### config.mk
export PLATFORM = sky130hd
export DESIGN_NAME = lru_id_cache
export DESIGN_NICKNAME = d
export VERILOG_FILES = /design/src/hw/rtl/lruc_pkg.sv /design/src/hw/rtl/lruc_cell.sv /design/src/hw/rtl/lru_id_cache.sv
export SDC_FILE = /design/constraint.sdc
export NUM_CORES = 1
export LEC_CHECK = 0
export BUFFER_PORTS_ARGS = -buffer_cell sky130_fd_sc_hd__buf_2
export CAP_MARGIN = 20
export CORE_MARGIN = 2
export CORE_UTILIZATION = 60
export CTS_CLUSTER_DIAMETER = 80
export DETAILED_ROUTE_END_ITERATION = 8
export MAX_ROUTING_LAYER = met4
export PLACE_DENSITY = 0.77
export SLEW_MARGIN = 20
export SYNTH_ARGS = -nofsm -noshare
export SYNTH_HDL_FRONTEND = slang
export SYNTH_SLANG_ARGS = --single-unit
### constraint.sdc
create_clock -name clk -period 4.3 [get_ports clk]
set_clock_uncertainty 0.1 [all_clocks]
set_input_delay 0.215 -clock clk [delete_from_list [all_inputs] [get_ports clk]]
set_output_delay 0.215 -clock clk [all_outputs]
set_load 0.02 [all_outputs]
### src/hw/rtl/lruc_pkg.sv
// shared constants, types and field layout for the lru id cache
package lruc_pkg;

    // storage geometry
    localparam int MAX_ENTRIES = 16;
    localparam int ID_WIDTH    = 16;
    localparam int IDX_W       = (MAX_ENTRIES > 1) ? $clog2(MAX_ENTRIES) : 1;
    localparam int OCC_W       = $clog2(MAX_ENTRIES + 1);

    // configuration register
    localparam int          CAP_W     = 5;
    localparam logic [4:0]  CAP_RESET = 5'd16;

    // fixed field widths of the stream payloads
    localparam int REQ_W     = 16;
    localparam int RANK_W    = 4;
    localparam int EVID_W    = 16;

    // input beat layout
    localparam int IN_TDATA_W = ((REQ_W + 7) / 8) * 8;

    // output beat layout, lowest bit first
    localparam int HIT_BIT    = 0;
    localparam int RANK_LSB   = HIT_BIT + 1;
    localparam int EVV_BIT    = RANK_LSB + RANK_W;
    localparam int EVID_LSB   = EVV_BIT + 1;
    localparam int OUT_W      = EVID_LSB + EVID_W;
    localparam int OUT_TDATA_W = ((OUT_W + 7) / 8) * 8;

    // per-cell control from the sequencer
    typedef struct packed {
        logic cmp_en;   // capture compare result this cycle
        logic valid;    // cell holds a live entry
        logic load;     // take the neighbor's id
    } cell_ctrl_t;

    // sequencer states
    typedef enum logic [2:0] {
        ST_IDLE = 3'b001,
        ST_CMP  = 3'b010,
        ST_UPD  = 3'b100
    } state_t;

endpackage

### src/hw/rtl/lruc_cell.sv
// one rank of the recency stack: id storage, compare and first-hit chain link
module lruc_cell (
    input  logic                          clk,
    input  lruc_pkg::cell_ctrl_t          ctrl,
    input  logic [lruc_pkg::ID_WIDTH-1:0] req_id,
    input  logic [lruc_pkg::ID_WIDTH-1:0] shift_in,
    input  logic                          found_in,
    output logic [lruc_pkg::ID_WIDTH-1:0] id,
    output logic                          found_out,
    output logic                          first
);

    logic [lruc_pkg::ID_WIDTH-1:0] id_reg;
    logic [lruc_pkg::ID_WIDTH-1:0] id_next;
    logic                          match_reg;
    logic                          match_next;

    // next id and compare result
    always_comb
    begin
        id_next    = ctrl.load ? shift_in : id_reg;
        match_next = ctrl.cmp_en ? (ctrl.valid && (id_reg == req_id)) : match_reg;
    end

    // payload registers, no reset
    always_ff @(posedge clk)
    begin
        id_reg    <= id_next;
        match_reg <= match_next;
    end

    // first match wins down the row
    assign first     = match_reg & ~found_in;
    assign found_out = match_reg | found_in;
    assign id        = id_reg;

endmodule

### src/hw/rtl/lru_id_cache.sv
// top level of the lru id cache: sequencer, capacity register and cell row
//
// Fully associative LRU cache of record ids, one request beat in and one
// result beat out per request.
//   s_tdata : req_id [15:0]
//   m_tdata : hit [0], hit_rank [4:1], evict_valid [5], evict_id [21:6]
//   cfg_we / cfg_wdata : capacity, 1 to 16 (0 acts as 1, above 16 as 16)
// A request steps through accept, compare in every cell of the stack, then
// rank select and one shift of the stack toward the least recent end. The
// result is registered and shows on m_tvalid when that shift step completes.
// A new request is taken only once the previous one has finished its shift
// step and the sequencer is back in idle.
// The result register parts the two sides: a request is accepted while the
// last result still waits; if the receiver stalls, the next request holds in
// its shift step until the result register frees up.
// Reset empties the cache (occupancy zero) and sets capacity to 16; the id
// storage needs no clearing pass.
module lru_id_cache (
    input  logic                             clk,
    input  logic                             rst_n,
    input  logic                             s_tvalid,
    output logic                             s_tready,
    input  logic [lruc_pkg::IN_TDATA_W-1:0]  s_tdata,   // req_id
    output logic                             m_tvalid,
    input  logic                             m_tready,
    output logic [lruc_pkg::OUT_TDATA_W-1:0] m_tdata,   // hit, hit_rank, evict_valid, evict_id
    input  logic                             cfg_we,
    input  logic [lruc_pkg::CAP_W-1:0]       cfg_wdata
);

    localparam int N     = lruc_pkg::MAX_ENTRIES;
    localparam int IDW   = lruc_pkg::ID_WIDTH;
    localparam int OCCW  = lruc_pkg::OCC_W;
    localparam int IDXW  = lruc_pkg::IDX_W;
    localparam int CMP_W = (OCCW > lruc_pkg::CAP_W) ? OCCW : lruc_pkg::CAP_W;

    lruc_pkg::state_t                 state_reg, state_next;
    logic [lruc_pkg::CAP_W-1:0]       cap_reg, cap_next;
    logic [OCCW-1:0]                  occ_reg, occ_next;
    logic [IDW-1:0]                   req_reg, req_next;
    logic                             out_valid_reg, out_valid_next;
    logic [lruc_pkg::OUT_W-1:0]       out_data_reg, out_data_next;

    lruc_pkg::cell_ctrl_t             ctrl [N];
    logic [IDW-1:0]                   cell_id [N];
    logic [IDW-1:0]                   shift_in [N];
    logic [N:0]                       found;
    logic [N-1:0]                     first;

    logic [CMP_W-1:0]                 cap_ext;
    logic [OCCW-1:0]                  eff_cap;
    logic                             hit;
    logic [IDXW-1:0]                  rank;
    logic                             evict;
    logic [IDW-1:0]                   ev_id;
    logic [OCCW-1:0]                  limit;
    logic                             upd_go;

    // effective capacity
    always_comb
    begin
        cap_ext = CMP_W'(cap_reg);
        if (cap_ext == '0)
            eff_cap = OCCW'(1);
        else if (cap_ext > CMP_W'(N))
            eff_cap = OCCW'(N);
        else
            eff_cap = OCCW'(cap_ext);
    end

    // rank from the first-hit one-hot, evicted id from the occupancy
    always_comb
    begin
        rank  = '0;
        ev_id = '0;
        for (int i = 0; i < N; i++)
        begin
            if (first[i])
                rank = rank | IDXW'(i);
            if (occ_reg == OCCW'(i + 1))
                ev_id = ev_id | cell_id[i];
        end
    end

    assign hit    = found[N];
    assign evict  = !hit && (occ_reg >= eff_cap);
    assign upd_go = (state_reg == lruc_pkg::ST_UPD) && (!out_valid_reg || m_tready);

    // deepest rank that takes its neighbor's id
    always_comb
    begin
        if (hit)
            limit = OCCW'(rank);
        else if (evict)
            limit = occ_reg - OCCW'(1);
        else
            limit = occ_reg;
    end

    // per-cell controls
    always_comb
    begin
        for (int i = 0; i < N; i++)
        begin
            ctrl[i].cmp_en = (state_reg == lruc_pkg::ST_CMP);
            ctrl[i].valid  = (OCCW'(i) < occ_reg);
            ctrl[i].load   = upd_go && ((i == 0) || (OCCW'(i) <= limit));
        end
    end

    // cell row
    assign found[0] = 1'b0;
    genvar g;
    generate
        for (g = 0; g < N; g++)
        begin : g_cell
            if (g == 0)
            begin : g_head
                assign shift_in[g] = req_reg;
            end
            else
            begin : g_body
                assign shift_in[g] = cell_id[g-1];
            end

            lruc_cell u_cell (
                .clk       (clk),
                .ctrl      (ctrl[g]),
                .req_id    (req_reg),
                .shift_in  (shift_in[g]),
                .found_in  (found[g]),
                .id        (cell_id[g]),
                .found_out (found[g+1]),
                .first     (first[g])
            );
        end
    endgenerate

    // sequencer and result register
    always_comb
    begin
        state_next     = state_reg;
        cap_next       = cfg_we ? cfg_wdata : cap_reg;
        occ_next       = occ_reg;
        req_next       = req_reg;
        out_valid_next = out_valid_reg;
        out_data_next  = out_data_reg;

        if (out_valid_reg && m_tready)
            out_valid_next = 1'b0;

        case (state_reg)
            lruc_pkg::ST_IDLE:
            begin
                if (s_tvalid)
                begin
                    req_next   = IDW'(s_tdata[lruc_pkg::REQ_W-1:0]);
                    state_next = lruc_pkg::ST_CMP;
                end
            end
            lruc_pkg::ST_CMP:
            begin
                state_next = lruc_pkg::ST_UPD;
            end
            lruc_pkg::ST_UPD:
            begin
                if (upd_go)
                begin
                    if (!hit && !evict)
                        occ_next = occ_reg + OCCW'(1);
                    out_valid_next = 1'b1;
                    out_data_next  = '0;
                    out_data_next[lruc_pkg::HIT_BIT] = hit;
                    out_data_next[lruc_pkg::RANK_LSB +: lruc_pkg::RANK_W] =
                        hit ? lruc_pkg::RANK_W'(rank) : '0;
                    out_data_next[lruc_pkg::EVV_BIT] = evict;
                    out_data_next[lruc_pkg::EVID_LSB +: lruc_pkg::EVID_W] =
                        evict ? lruc_pkg::EVID_W'(ev_id) : '0;
                    state_next = lruc_pkg::ST_IDLE;
                end
            end
            default:
            begin
                state_next = lruc_pkg::ST_IDLE;
            end
        endcase
    end

    // control registers
    always_ff @(posedge clk or negedge rst_n)
    begin
        if (!rst_n)
        begin
            state_reg     <= lruc_pkg::ST_IDLE;
            cap_reg       <= lruc_pkg::CAP_RESET;
            occ_reg       <= '0;
            out_valid_reg <= 1'b0;
        end
        else
        begin
            state_reg     <= state_next;
            cap_reg       <= cap_next;
            occ_reg       <= occ_next;
            out_valid_reg <= out_valid_next;
        end
    end

    // payload registers
    always_ff @(posedge clk)
    begin
        req_reg      <= req_next;
        out_data_reg <= out_data_next;
    end

    // ports
    assign s_tready = (state_reg == lruc_pkg::ST_IDLE);
    assign m_tvalid = out_valid_reg;
    assign m_tdata  = lruc_pkg::OUT_TDATA_W'(out_data_reg);

endmodule

==> results of run 1 <==
[Yosys cell counts (all sizes together), types with 22 or more instances]
library cell	instances	share of area, %
edfxtp	310	61
xor2	176	10
xnor2	86	4.9
a22oi	53	2.6
nor4	49	2.1
nor2	41	1.0
nand2	38	0.95
buf	37	1.3
nand4	29	1.2
clkbuf	27	0.67
nor3	26	1.2
a21oi	22	0.74
[timing repair]
action                     4_1_cts  5_1_grt
hold endpoints to repair        38        0
setup endpoints to repair        0        0
hold buffers                    30        0
[worst max-delay path, stage by stage (launching register included)]
cell       delay [ns]
dfrtp_1          0.58
inv_1            0.20
ha_1             0.32
nand2b_1         0.09
a31oi_1          0.11
o21bai_1         0.66
buf_4            0.27
xnor2_1          0.06
o21ai_0          0.42
o2111ai_1        0.21
a21oi_2          0.15
buf_4            0.29
[per-stage QoR]
step / utilization, % / power [mW]
finish: 70.5 / 8.04
global placement: 64.3 / 4.73
floorplan: - / 4.35
detailed placement: 64.3 / 4.75
global route: 70.5 / 8.17
CTS: 70.5 / 7.98
[report_power, final]
part	internal (mW)	leakage, nW	switching (mW)
Combinational	0.375	2.35	0.651
Sequential	3.56	2.97	0.166
Clock	2.01	0.611	1.27
Total	5.94	5.93	2.09
[logic make-up after synthesis]
kind of cell / share of synthesized area (%)
flip-flops: 63.0
AO/OA/AOI/OAI: 9.33
AND/OR/NAND/NOR: 8.32
XOR/XNOR: 15.0
buffers and inverters: 2.34
other: 0.0245
adder cells (fa/ha/maj): 0.816
multiplexers: 1.18
[worst paths after layout]
check,from,slack (ns),depth (start not counted),end
setup / recovery,occ_reg[0],0.50,11,g_cell[11].u_cell.id[9]
hold / removal,rst_n,0.02,2,occ_reg[4]
setup reg to reg,occ_reg[0],0.50,11,g_cell[11].u_cell.id[9]
hold reg to reg,g_cell[3].u_cell.id[8],0.40,0,g_cell[4].u_cell.id[8]
min in group clk,s_tdata[3],0.29,2,req_reg[3]
max in group asynchronous,rst_n,3.78,2,state_reg[0]
[layout by cell type (no fill, tap or decap), types with 12 or more instances in the layout]
master,count
a21oi_1,18
a222oi_1,21
a22oi_1,53
a31oi_1,17
buf_2,49
buf_4,58
clkbuf_16,38
dfrtp_1,12
dlygate4sd3_1,30
edfxtp_1,310
nand2_1,37
nand3_1,16
nand4_1,29
nor2_1,39
nor3_1,17
nor4_1,46
o21ai_0,13
xnor2_1,86
xor2_1,176
[layout make-up]
cell class                 count  area (um2)
antenna                        3        7.51
clock buffer                  45         997
clock inverter                19         258
fill                        1739        7400
inverter                      13        56.3
multi-input combinational    706        5330
sequential                   324        9660
tap                          330         413
timing repair buffer         137         981
[per-layer routing]
layer | up-vias | track usage [%] | routed length (um)
met4 | 0 | 16.9 | 2930
li1 | 4476 | - | -
met5 | - | - | 0
met1 | 5440 | 59.7 | 20300
met2 | 1033 | 64.1 | 24600
met3 | 192 | 11.0 | 8360
==> key figures, run 1 <==
Run status
  – Outcome: finished, violations left
  – Failing checks: DRC

GRT
  – Initial antenna violation count: 2
  – Pin count of the biggest net entering global routing: 29
  – Vias in the first global route: 10500
  – Final global-route overflow total: 0
  – GRT Util Overall: 43.9%
  – First-pass GRT wire length: 77900 um

Pwr
  – Lkg Pwr: 5.93 nW
  – Pwr per Cell Area: 454 nW/um2
  – Peak VDD IR: 0.000517 V

Worst setup path
  – Crit path max fanout: 16
  – Crit start category: register
  – Critical path type: reg2reg
  – Worst setup EP type: register
  – Crit path DAT: 3.90 ns
  – WP data required: 4.40 ns

Placed design
  – GPL Wtd Cong: 1.09
  – DP Area: 16100 um2
  – Port buffer count: 49
  – Post-Place Cells: 1480
  – Pre-CTS setup slack: 0.528 ns
  – HPWL Detailed: 42200 um

Synth
  – Most used DFF post-synth: edfxtp_1
  – Number of synthesis warnings: 0
  – Yosys reg bits: 324
  – Register area share after synthesis: 63.0%
  – Synth Area per Inst: 13.9 um2
  – Post-Syn Instances: 1106
  – Post-Syn Area: 15300 um2
  – Ys async rst share: 4.32%
  – Post-synth EDFFs: 310
  – Yosys cell types: 69

Timing
  – Post-route setup slack: 0.500 ns
  – Post-layout minimum cycle time: 3.80 ns
  – Worst-margin pin slew: 0.967 ns
  – Final number of hold-violating endpoints: 0
  – Final worst-path cycle share: 88.4%
  – Setup TNS: 0 ns
  – Final setup violation count: 0
  – Fin. max-slew vios: 0
  – Rel. slew slack: 35.6%
  – RSZ-0062 raised after global routing: no
  – Fin Hold WS: 0.0212 ns
  – Fmax: 263 MHz

CTS
  – Post-CTS Resized: 0
  – Clk root buf: clkbuf_16
  – Number of clock sinks: 324
  – H-tree depth: 2
  – CTS buffer count: 36
  – Post-CTS Setup Bufs: 0
  – CTS max path bufs: 3
  – CTS tree: yes
  – Reg clk slew, reported paths: 0.06 ns
  – Clk_lat worst skew: 0.53 ns

Routing
  – Pre-Repair DR Iteration Count: 9
  – Wirelength per Cell: 35.6 um
  – DRC viols: 9
  – DRT iter0 DRCs: 2493
  – Vias: 11100
  – Avg Vias per Cell: 7.06
  – Final WL: 56200 um
  – Antenna-violating nets left: 0

Floorplan
  – CORE AREA: 25100 um2
  – Die H: 164 um
  – Die ar.: 26800 um2
  – Ports: 52
  – DIE WIDTH: 164 um
  – FP Rows: 58
  – Initial Utilization: 61.1%

Finish
  – Max reg flops: 256
  – Post-layout nets: 1254
  – Post-route cell area: 17700 um2
  – Share of cells above drive strength 1: 16.2%
  – Area growth syn-to-layout: 15.5%
  – Layout Cells excl Fill: 1577

Min path
  – Tightest Hold Check Type: in2async

Job
  – Max Cap Viol: 0
No activity file was read; power rests on OpenSTA's default activity.
==> run 2: changes to the inputs <==
--- a/config.mk
+++ b/config.mk
@@ -16,4 +16,5 @@
 export SLEW_MARGIN = 20
 export SYNTH_ARGS = -nofsm -noshare
 export SYNTH_HDL_FRONTEND = slang
+export SYNTH_HIERARCHICAL = 1
 export SYNTH_SLANG_ARGS = --single-unit
==> run 2 against run 1 <==
Against the previous run:
- the run ends with setup timing left
- combinational power about the same
- clock power shrank 12%
- worst hold slack gained 0.012 ns
- first-iteration DRC count fell by 19%
- core utilization is 4.6 points higher
- highest routed layer unchanged
- routed wire length shrank 13%
- fmax down 35%
- largest power group unchanged
- flip-flop and latch count unchanged
- clock-buffer cell count down 1
- sequential share of layout area fell by 3.5 points
==> key figures, run 2 <==
Worst setup path
  – Worst path slowest cell: or3_4
  – Crit start category: register
  – Worst path max stage delay: 0.40 ns (-0.26 ns)
  – Top cell by count, worst path: or2_4
  – Critical path type: reg2reg
  – R2R setup slack: -1.53 ns (-2.03 ns)
  – CP Cell Sequence: or2_4 > or2_4 > or2_4 > or2_4 > or2_4 > or2_4 > or2_4 > or2_4 > or2_4 > or2_4 > or2_4 > or2_4 > or2_4 > or2_4 > or2_4 > or2_4 > o21bai_1 > a31oi_1 > o21ai_1 > or3_4 > and2_4 > o21ai_4 > buf_12
  – Crit path max fanout: 8 (-8)
  – Worst setup EP type: register
  – Bufs and invs on worst path: 1 (-2)
  – Crit. Startpoint: g_cell[0].u_cell/match_reg
  – WP data required: 4.44 ns (+0.04 ns)
  – RR Startpoint: g_cell[0].u_cell/match_reg
  – Cell count of the worst reg-to-reg path: 23 (+12)
  – Crit path DAT: 5.96 ns (+2.06 ns)
  – Reg2reg end: g_cell[2].u_cell/id[4]
  – CP delay by family, top: simple AND/OR/NAND/NOR gates

Placed design
  – Post-Place Cells: 1504 (+1.6%)
  – Port buffer count: 49 (unchanged)
  – GPL Wtd Cong: 1.04 (-4.2%)
  – HPWL Detailed: 34200 um (-19%)
  – DP Area: 17000 um2 (+5.3%)
  – Pre-CTS setup slack: -1.53 ns (-2.06 ns)

Routing
  – DRT iter0 DRCs: 2030 (-19%)
  – Avg Vias per Cell: 6.81 (-3.5%)
  – DRC viols: 0 (-9)
  – Vias: 11000 (-1.3%)
  – Antenna-violating nets left: 0 (unchanged)
  – Pre-Repair DR Iteration Count: 7 (-2)
  – Wirelength per Cell: 30.3 um (-15%)
  – Final WL: 48900 um (-13%)

GRT
  – Final global-route overflow total: 0 (unchanged)
  – Pin count of the biggest net entering global routing: 28 (-3.4%)
  – GRT Util Overall: 38.1% (-5.8 points)
  – Initial antenna violation count: 1 (-1)
  – First-pass GRT wire length: 70400 um (-9.7%)
  – Vias in the first global route: 10600 (+1.1%)

Floorplan
  – CORE AREA: 25200 um2 (+0.29%)
  – Initial Utilization: 61.0% (-0.072 points)
  – DIE WIDTH: 164 um (about the same)
  – Die H: 164 um (about the same)
  – Die ar.: 26900 um2 (+0.16%)
  – FP Rows: 58 (unchanged)
  – Ports: 52 (unchanged)

Synth
  – Post-Syn Area: 15400 um2 (+0.17%)
  – Synth Area per Inst: 14.3 um2 (+3.0%)
  – Number of synthesis warnings: 6 (+6)
  – Post-Syn Instances: 1076 (-2.7%)

Timing
  – Final worst-path cycle share: 135% (+47 points)
  – Fmax: 172 MHz (-35%)
  – Final number of hold-violating endpoints: 0 (unchanged)
  – Fin Hold WS: 0.0329 ns (+0.0117 ns)
  – Worst-margin pin slew: 1.17 ns (+0.208 ns)
  – Rel. slew slack: 21.7% (-14 points)
  – Fin. max-slew vios: 0 (unchanged)
  – RSZ-0062 raised after global routing: yes
  – Final setup violation count: 267 (+267)
  – Post-layout minimum cycle time: 5.83 ns (+2.03 ns)
  – Post-route setup slack: -1.53 ns (-2.03 ns)

Finish
  – Layout Cells excl Fill: 1614 (+2.3%)
  – Commonest cells after routing, fill and taps aside: 310 x edfxtp_1, 196 x xnor2_1, 64 x xor2_1
  – Share of cells above drive strength 1: 23.5% (+7.3 points)
  – Final core occ: 75.1% (+4.6 points)
  – Max reg flops: 256 (unchanged)
  – Commonest non-fill, non-tap cell in the layout: edfxtp_1
  – Post-layout nets: 1294 (+3.2%)
  – Area growth syn-to-layout: 23.1%
  – Post-route cell area: 18900 um2 (+6.8%)

Job
  – Max Cap Viol: 0 (unchanged)

CTS
  – Clk_lat worst skew: 0.52 ns (about the same)
  – CTS tree: yes
  – Clk root buf: clkbuf_16
  – CTS buffer count: 35 (-2.8%)
  – Reg clk slew, reported paths: 0.06 ns (about the same)
  – Number of clock sinks: 324 (unchanged)
  – CTS max path bufs: 3 (unchanged)
  – H-tree depth: 2 (unchanged)

Run status
  – Outcome: finished, violations left
  – Failing checks: setup timing

Min path
  – Tightest Hold Check Type: in2async

Pwr
  – Lkg Pwr: 6.03 nW (+1.6%)
  – Peak VDD IR: 0.000454 V (-12%)
  – Pwr per Cell Area: 411 nW/um2 (-9.4%)
[run 2: how the worst max path moves through the flow]
stage	end	slack [ns]	cells after the start
floorplan	g_cell[13].u_cell/id[0]	-1.18	21
global placement	g_cell[12].u_cell/id[7]	-1.47	24
detailed placement	g_cell[12].u_cell/id[6]	-1.53	24
CTS	g_cell[7].u_cell/id[0]	-1.51	23
global route	g_cell[7].u_cell/id[0]	-1.67	23
finish	g_cell[2].u_cell/id[4]	-1.53	23
[run 2: power breakdown]
group / total [mW] / internal (mW) / leakage (nW) / switching, mW
Clock: 2.90 / 1.66 / 0.509 / 1.24
Sequential: 3.82 / 3.55 / 2.98 / 0.267
Combinational: 1.06 / 0.478 / 2.54 / 0.580
Total: 7.78 / 5.69 / 6.03 / 2.09
[run 2: final cells by class]
type | count | area, um2
Sequential cell | 324 | 9660
Fill cell | 1561 | 6270
Multi-Input combinational cell | 712 | 6100
Timing Repair Buffer | 174 | 1600
Clock buffer | 44 | 930
Tap cell | 330 | 413
Clock inverter | 18 | 155
Inverter | 11 | 51.3
Antenna cell | 1 | 2.50
[run 2: metrics by stage]
stage | total power, mW | TNS [ns]
floorplan | 4.48 | -272.91
global placement | 4.82 | -360.25
detailed placement | 4.85 | -372.77
CTS | 7.74 | -364.08
global route | 7.98 | -409.49
finish | 7.78 | -370.59
[run 2: repair_timing]
| item | 4_1_cts | 5_1_grt |
|---|---|---|
| hold endpoints to repair | 38 | 0 |
| resized for setup | 20 | 36 |
| setup buffers | 12 | 6 |
| endpoints found under the setup margin | 267 | 267 |
| cloned | 2 | 1 |
| pin swaps | 7 | 2 |
| hold buffers | 30 | 0 |
[run 2: layer usage]
metal | track usage, % | part of all wire (%) | vias to the layer above
met5 | - | 0 | -
met4 | 11.8 | 3.0 | 0
met3 | 13.6 | 15 | 124
met2 | 53.2 | 44 | 864
met1 | 52.5 | 38 | 5432
li1 | - | - | 4579
